[src/design/vrbm_pkg.sv]
package vrbm_pkg;

  // Access kinds and widths
  localparam logic       CMD_READ  = 1'b0;
  localparam logic       CMD_WRITE = 1'b1;
  localparam logic [1:0] SIZE_BYTE = 2'd0;
  localparam logic [1:0] SIZE_HALF = 2'd1;

  // Result error codes
  localparam logic [1:0] ERR_OK         = 2'd0;
  localparam logic [1:0] ERR_UNMAPPED   = 2'd1;
  localparam logic [1:0] ERR_ARM7_WRITE = 2'd2;

  // Bank numbering, A..I
  localparam int BANK_A = 0;
  localparam int BANK_B = 1;
  localparam int BANK_C = 2;
  localparam int BANK_D = 3;
  localparam int BANK_E = 4;
  localparam int BANK_F = 5;
  localparam int BANK_G = 6;
  localparam int BANK_H = 7;
  localparam int BANK_I = 8;
  localparam int NUM_BANKS = 9;

  // Master select codes
  localparam logic [2:0] MST_BG  = 3'd1;
  localparam logic [2:0] MST_OBJ = 3'd2;
  localparam logic [2:0] MST_ALT = 3'd4;

  // Address regions (bits 31:21; LCDC_HI matches bits 31:20)
  localparam logic [10:0] REGION_BG_A  = 11'h030;
  localparam logic [10:0] REGION_BG_B  = 11'h031;
  localparam logic [10:0] REGION_OBJ_A = 11'h032;
  localparam logic [10:0] REGION_OBJ_B = 11'h033;
  localparam logic [11:0] LCDC_HI      = 12'h068;
  localparam logic [5:0]  LCDC_SLOTS   = 6'd41;

  // Bank word depths
  localparam int DEPTH_LARGE = 32768;
  localparam int DEPTH_E     = 16384;
  localparam int DEPTH_H     = 8192;
  localparam int DEPTH_SMALL = 4096;

  localparam int DATA_W = 32;

  typedef struct packed {
    logic [NUM_BANKS-1:0] hits;
    logic [1:0]           err;
    logic [1:0]           status;
    logic [3:0]           be;
    logic [DATA_W-1:0]    wdata;
  } dec_t;

endpackage

[src/design/vrbm_decode.sv]
module vrbm_decode (
  input  logic                      cmd,
  input  logic [1:0]                access_size,
  input  logic [31:0]               address,
  input  logic [31:0]               write_data,
  input  logic                      arm7_window,
  input  logic [31:0]               ctrl_low,
  input  logic [39:0]               ctrl_high,
  output vrbm_pkg::dec_t            dec
);

  logic [71:0] ctrl_all;
  logic [vrbm_pkg::NUM_BANKS-1:0] en;
  logic [2:0] mst [vrbm_pkg::NUM_BANKS];
  logic [1:0] ofs [vrbm_pkg::NUM_BANKS];
  logic [5:0] slot;
  logic [3:0] lbank;
  logic [vrbm_pkg::NUM_BANKS-1:0] hits;
  logic [1:0]  err;
  logic [1:0]  status;
  logic [3:0]  be;
  logic [31:0] wdata;

  assign ctrl_all = {ctrl_high, ctrl_low};
  assign slot     = address[19:14];

  always_comb begin
    for (int b = 0; b < vrbm_pkg::NUM_BANKS; b++) begin
      en[b]  = ctrl_all[8*b + 7];
      mst[b] = ctrl_all[8*b +: 3];
      ofs[b] = ctrl_all[8*b + 3 +: 2];
    end
  end

  // Fixed slot layout of the linear window
  always_comb begin
    if (slot < 6'd32)      lbank = {2'b00, slot[4:3]};
    else if (slot < 6'd36) lbank = 4'(vrbm_pkg::BANK_E);
    else if (slot == 6'd36) lbank = 4'(vrbm_pkg::BANK_F);
    else if (slot == 6'd37) lbank = 4'(vrbm_pkg::BANK_G);
    else if (slot < 6'd40) lbank = 4'(vrbm_pkg::BANK_H);
    else                   lbank = 4'(vrbm_pkg::BANK_I);
  end

  always_comb begin
    hits = '0;
    err  = vrbm_pkg::ERR_OK;
    if (arm7_window) begin
      if (cmd == vrbm_pkg::CMD_WRITE) begin
        err = vrbm_pkg::ERR_ARM7_WRITE;
      end else begin
        for (int b = vrbm_pkg::BANK_C; b <= vrbm_pkg::BANK_D; b++) begin
          hits[b] = en[b] && (ofs[b] == {1'b0, address[17]});
        end
      end
    end else begin
      case (address[31:21])
        vrbm_pkg::REGION_BG_A: begin
          for (int b = vrbm_pkg::BANK_A; b <= vrbm_pkg::BANK_D; b++) begin
            hits[b] = en[b] && mst[b] == vrbm_pkg::MST_BG
                      && address[20:17] == {2'b00, ofs[b]};
          end
          hits[vrbm_pkg::BANK_E] = en[vrbm_pkg::BANK_E]
              && mst[vrbm_pkg::BANK_E] == vrbm_pkg::MST_BG && address[20:16] == 5'd0;
          for (int b = vrbm_pkg::BANK_F; b <= vrbm_pkg::BANK_G; b++) begin
            hits[b] = en[b] && mst[b] == vrbm_pkg::MST_BG
                      && address[20:14] == {4'd0, ofs[b][1], 1'b0, ofs[b][0]};
          end
        end
        vrbm_pkg::REGION_BG_B: begin
          hits[vrbm_pkg::BANK_C] = en[vrbm_pkg::BANK_C]
              && mst[vrbm_pkg::BANK_C] == vrbm_pkg::MST_ALT && address[20:17] == 4'd0;
          hits[vrbm_pkg::BANK_H] = en[vrbm_pkg::BANK_H]
              && mst[vrbm_pkg::BANK_H] == vrbm_pkg::MST_BG && address[20:15] == 6'd0;
          hits[vrbm_pkg::BANK_I] = en[vrbm_pkg::BANK_I]
              && mst[vrbm_pkg::BANK_I] == vrbm_pkg::MST_BG && address[20:14] == 7'd2;
        end
        vrbm_pkg::REGION_OBJ_A: begin
          for (int b = vrbm_pkg::BANK_A; b <= vrbm_pkg::BANK_B; b++) begin
            hits[b] = en[b] && mst[b] == vrbm_pkg::MST_OBJ
                      && address[20:17] == {3'd0, ofs[b][0]};
          end
          hits[vrbm_pkg::BANK_E] = en[vrbm_pkg::BANK_E]
              && mst[vrbm_pkg::BANK_E] == vrbm_pkg::MST_OBJ && address[20:16] == 5'd0;
          for (int b = vrbm_pkg::BANK_F; b <= vrbm_pkg::BANK_G; b++) begin
            hits[b] = en[b] && mst[b] == vrbm_pkg::MST_OBJ
                      && address[20:14] == {4'd0, ofs[b][1], 1'b0, ofs[b][0]};
          end
        end
        vrbm_pkg::REGION_OBJ_B: begin
          hits[vrbm_pkg::BANK_D] = en[vrbm_pkg::BANK_D]
              && mst[vrbm_pkg::BANK_D] == vrbm_pkg::MST_ALT && address[20:17] == 4'd0;
          hits[vrbm_pkg::BANK_I] = en[vrbm_pkg::BANK_I]
              && mst[vrbm_pkg::BANK_I] == vrbm_pkg::MST_OBJ && address[20:14] == 7'd0;
        end
        default: begin
          if (address[31:20] == vrbm_pkg::LCDC_HI && slot < vrbm_pkg::LCDC_SLOTS) begin
            hits[lbank] = en[lbank];
          end else begin
            err = vrbm_pkg::ERR_UNMAPPED;
          end
        end
      endcase
    end
  end

  // Status of banks C and D in object mode
  assign status = {en[vrbm_pkg::BANK_D] && mst[vrbm_pkg::BANK_D] == vrbm_pkg::MST_OBJ,
                   en[vrbm_pkg::BANK_C] && mst[vrbm_pkg::BANK_C] == vrbm_pkg::MST_OBJ};

  // Byte lanes and replicated write data
  always_comb begin
    case (access_size)
      vrbm_pkg::SIZE_BYTE: begin
        be    = 4'b0001 << address[1:0];
        wdata = {4{write_data[7:0]}};
      end
      vrbm_pkg::SIZE_HALF: begin
        be    = address[1] ? 4'b1100 : 4'b0011;
        wdata = {2{write_data[15:0]}};
      end
      default: begin
        be    = 4'b1111;
        wdata = write_data;
      end
    endcase
  end

  assign dec = {hits, err, status, be, wdata};

endmodule

[config.mk]
export PLATFORM = sky130hd
export DESIGN_NAME = vrbm_decode
export DESIGN_NICKNAME = d
export VERILOG_FILES = /design/src/design/vrbm_pkg.sv /design/src/design/vrbm_decode.sv
export SDC_FILE = /design/constraint.sdc
export NUM_CORES = 1
export LEC_CHECK = 0
export BUFFER_PORTS_ARGS = -buffer_cell sky130_fd_sc_hd__buf_4
export CAP_MARGIN = 5
export CORE_AREA = 2 2 73 75
export DETAILED_ROUTE_END_ITERATION = 16
export DIE_AREA = 0 0 75 77
export GPL_TIMING_DRIVEN = 0
export PLACE_DENSITY = 0.75
export RECOVER_POWER = 50
export SYNTH_ARGS = -nofsm -noshare
export SYNTH_HDL_FRONTEND = slang
export SYNTH_SLANG_ARGS = --single-unit
[constraint.sdc]
create_clock -name vclk -period 1.9
set_clock_uncertainty 0.05 [all_clocks]
set_input_delay 0 -clock vclk [all_inputs]
set_output_delay 0 -clock vclk [all_outputs]
set_load 0.005 [all_outputs]
==> impl_metrics.py <==
metrics = {
    "pwr": {
        "leakagePower_nw": 1.19,
        "p_comb_frac": 1.000,
        "p_seq_frac": 0,
        "p_int_uw": 292,
        "vdd_drop_max_v": 0.000117,
        "p_sw_frac": 0.400,
        "power_density_nw_per_um2": 191,
        "power.clock.fraction": 0,
        "switching_power_uw": 195,
    },
    "critical_path": {
        "worst_path_most_repeated_cell": "buf_4",
        "critPathSlowestCell": "or4_4",
        "crit_chain": "buf_4 -> or4_4 -> or2_1 -> buf_6 -> nor3_1 -> nand4_1 -> o31ai_1 -> buf_4",
        "slowest_delay_ns": 0.56,
        "crit_buf_inv": 3,
        "crit_type": "in -> out",
        "crit_arrival_ns": 1.74,
        "critPathTopFamily": "simple AND/OR/NAND/NOR gates",
        "critPathCaptureType": "output port",
        "required_ns": 1.85,
        "cp-startpoint": "address[29]",
        "worst_setup_path_start_kind": "primary input",
        "crit_fanout": 6,
    },
    "layout": {
        "drive_gt1_frac": 0.506,
        "diodes": 0,
        "nNetsFinal": 492,
        "seq_cells": 0,
        "multi_input_area_um2": 1230,
        "n_clock_buffer": 0,
        "num-fill-cells": 516,
        "synthToLayoutAreaGrowth_pct": 87.6,
        "register_area_um2": 0,
    },
    "global_route": {
        "antenna_found_initial": 0,
        "grt_use_met3": 0.0302,
        "grt_pass1_wl_um": 8650,
        "grt_pass1_vias": 2024,
        "track_usage": 0.179,
        "overflow": 0,
        "grt_util_met1": 0.195,
        "grt_use_met2": 0.355,
        "grt_busiest_layer": "met2",
        "grt_max_degree": 11,
    },
    "route": {
        "via_per_inst": 5.09,
        "drcViolationCount": 0,
        "final_antenna_net_count": 0,
        "routed_wl_um": 5720,
        "routedWlPerCell_um": 13.6,
        "route.vias.total": 2137,
        "drt_iter0_drc": 115,
        "drt_first_pass_iters": 4,
    },
    "min_path": {
        "hp-start": "ctrl_low[18]",
        "hold_path_class": "in -> out",
    },
    "run": {
        "drv_cap": 0,
    },
    "logic_synthesis": {
        "synth_most_common_cell": "nor2_1",
        "synth.mux.area_fraction": 0.207,
        "synth-xor-area-share": 0.0645,
        "synthAdderAreaFrac": 0,
        "synth_cell_types": 52,
        "synth_top_family_by_area": "simple AND/OR/NAND/NOR gates",
        "synth_area_um2": 1360,
        "syn_nets": 341,
        "ys_seq_area_frac": 0,
        "yosysTopAreaCellShare": 0.141,
        "synth_common_cells": "nor2_1, nand2_1, mux2_2",
        "synth-compound-area-share": 0.208,
        "yosys.area.top_type": "mux2_2",
        "synth.area.top_cells": "mux2_2, mux2i_1, nor2_1, nand2_1, xor2_1",
        "ys.warnings.count": 0,
        "syn_avg_cell_area_um2": 6.75,
        "synth-simple-area-share": 0.414,
        "synth_cells": 201,
    },
    "place": {
        "gp_congestion": 0.871,
        "place_ws_ns": 0.0501,
        "dpl.hpwl_um": 4870,
        "port_buffers": 149,
    },
    "sta": {
        "slew_headroom": 0.499,
        "period_needed_ns": 1.79,
        "worst_slack_ns": 0.115,
        "fin_crit_sh": 0.940,
        "fin_setup_tns_ns": 0,
        "fmax_mhz": 560,
        "finalMaxSlewViolations": 0,
        "hold_viol": 0,
        "setup_violations": 0,
        "tightest_slew_ns": 0.748,
        "rsz0062_at_grt": "false",
    },
    "floorplanning": {
        "core_area_um2": 4980,
        "io_pins": 189,
        "row_count": 26,
        "die_area_um2": 5780,
        "die_w_um": 75,
        "start_util": 0.273,
        "die_y_um": 77,
    },
    "run_status": {
        "status": "completed",
    },
    "cts": {
        "cts_resized": 0,
        "cts_setup_buffers": 0,
        "cts_hold_buf": 0,
    },
}
cells by family after synthesis:
logic type / after synthesis
multiplexers: 26
AO/OA/AOI/OAI: 43
XOR/XNOR: 10
AND/OR/NAND/NOR: 95
buffers and inverters: 27
cell usage in the layout (no fill, tap or decap), types with 3 or more instances in the layout:
| cell type | instances |
|---|---|
| nor4_1 | 3 |
| nand3_1 | 6 |
| nand2_1 | 18 |
| nor4b_1 | 4 |
| nand2b_1 | 4 |
| buf_4 | 135 |
| xnor2_1 | 3 |
| nand3b_1 | 3 |
| nor2_1 | 20 |
| or4_1 | 3 |
| nand4_1 | 4 |
| nor4bb_1 | 4 |
| nor3_1 | 6 |
| mux2i_1 | 9 |
| a31oi_1 | 3 |
| xor2_1 | 7 |
| o21ai_0 | 12 |
| nor2b_1 | 4 |
| o21bai_1 | 4 |
| inv_1 | 6 |
| a21oi_1 | 7 |
| buf_2 | 4 |
| clkbuf_1 | 15 |
| clkbuf_4 | 14 |
| mux2_2 | 17 |
through the flow:
stage	hold WS (ns)	instances	area, um2	total power, mW	util
floorplan	-0.0224	201	1360	0.188	-
global placement	0.192	420	2560	0.488	0.515
detailed placement	0.194	420	2560	0.496	0.515
CTS	0.194	420	2560	0.498	0.515
global route	0.201	420	2550	0.529	0.512
finish	0.194	420	2550	0.487	0.512
power by group through the flow:
stage          clock (mW)  sequential (mW)  combinational [mW]
3_5_place_dp            0                0               0.496
5_1_grt                 0                0               0.529
6_report                0                0               0.487
4_1_cts                 0                0               0.498
3_3_place_gp            0                0               0.488
2_1_floorplan           0                0               0.188
worst paths after layout:
path | cells past startpoint | to
max | 8 | dec[47]
min | 3 | dec[36]
per-layer routing:
layer | wire [um] | vias up
met5 | 0 | -
met4 | 54 | 0
met3 | 673 | 7
met2 | 2910 | 133
met1 | 2090 | 952
li1 | - | 1045
final cells by class:
class | instances | area share
buffer | 21 | 0.0476
multi-input combinational | 174 | 0.482
inverter | 6 | 0.00884
tap | 70 | 0.0344
timing repair buffer | 149 | 0.427
Note: power is estimated with default switching activity, not from simulation.
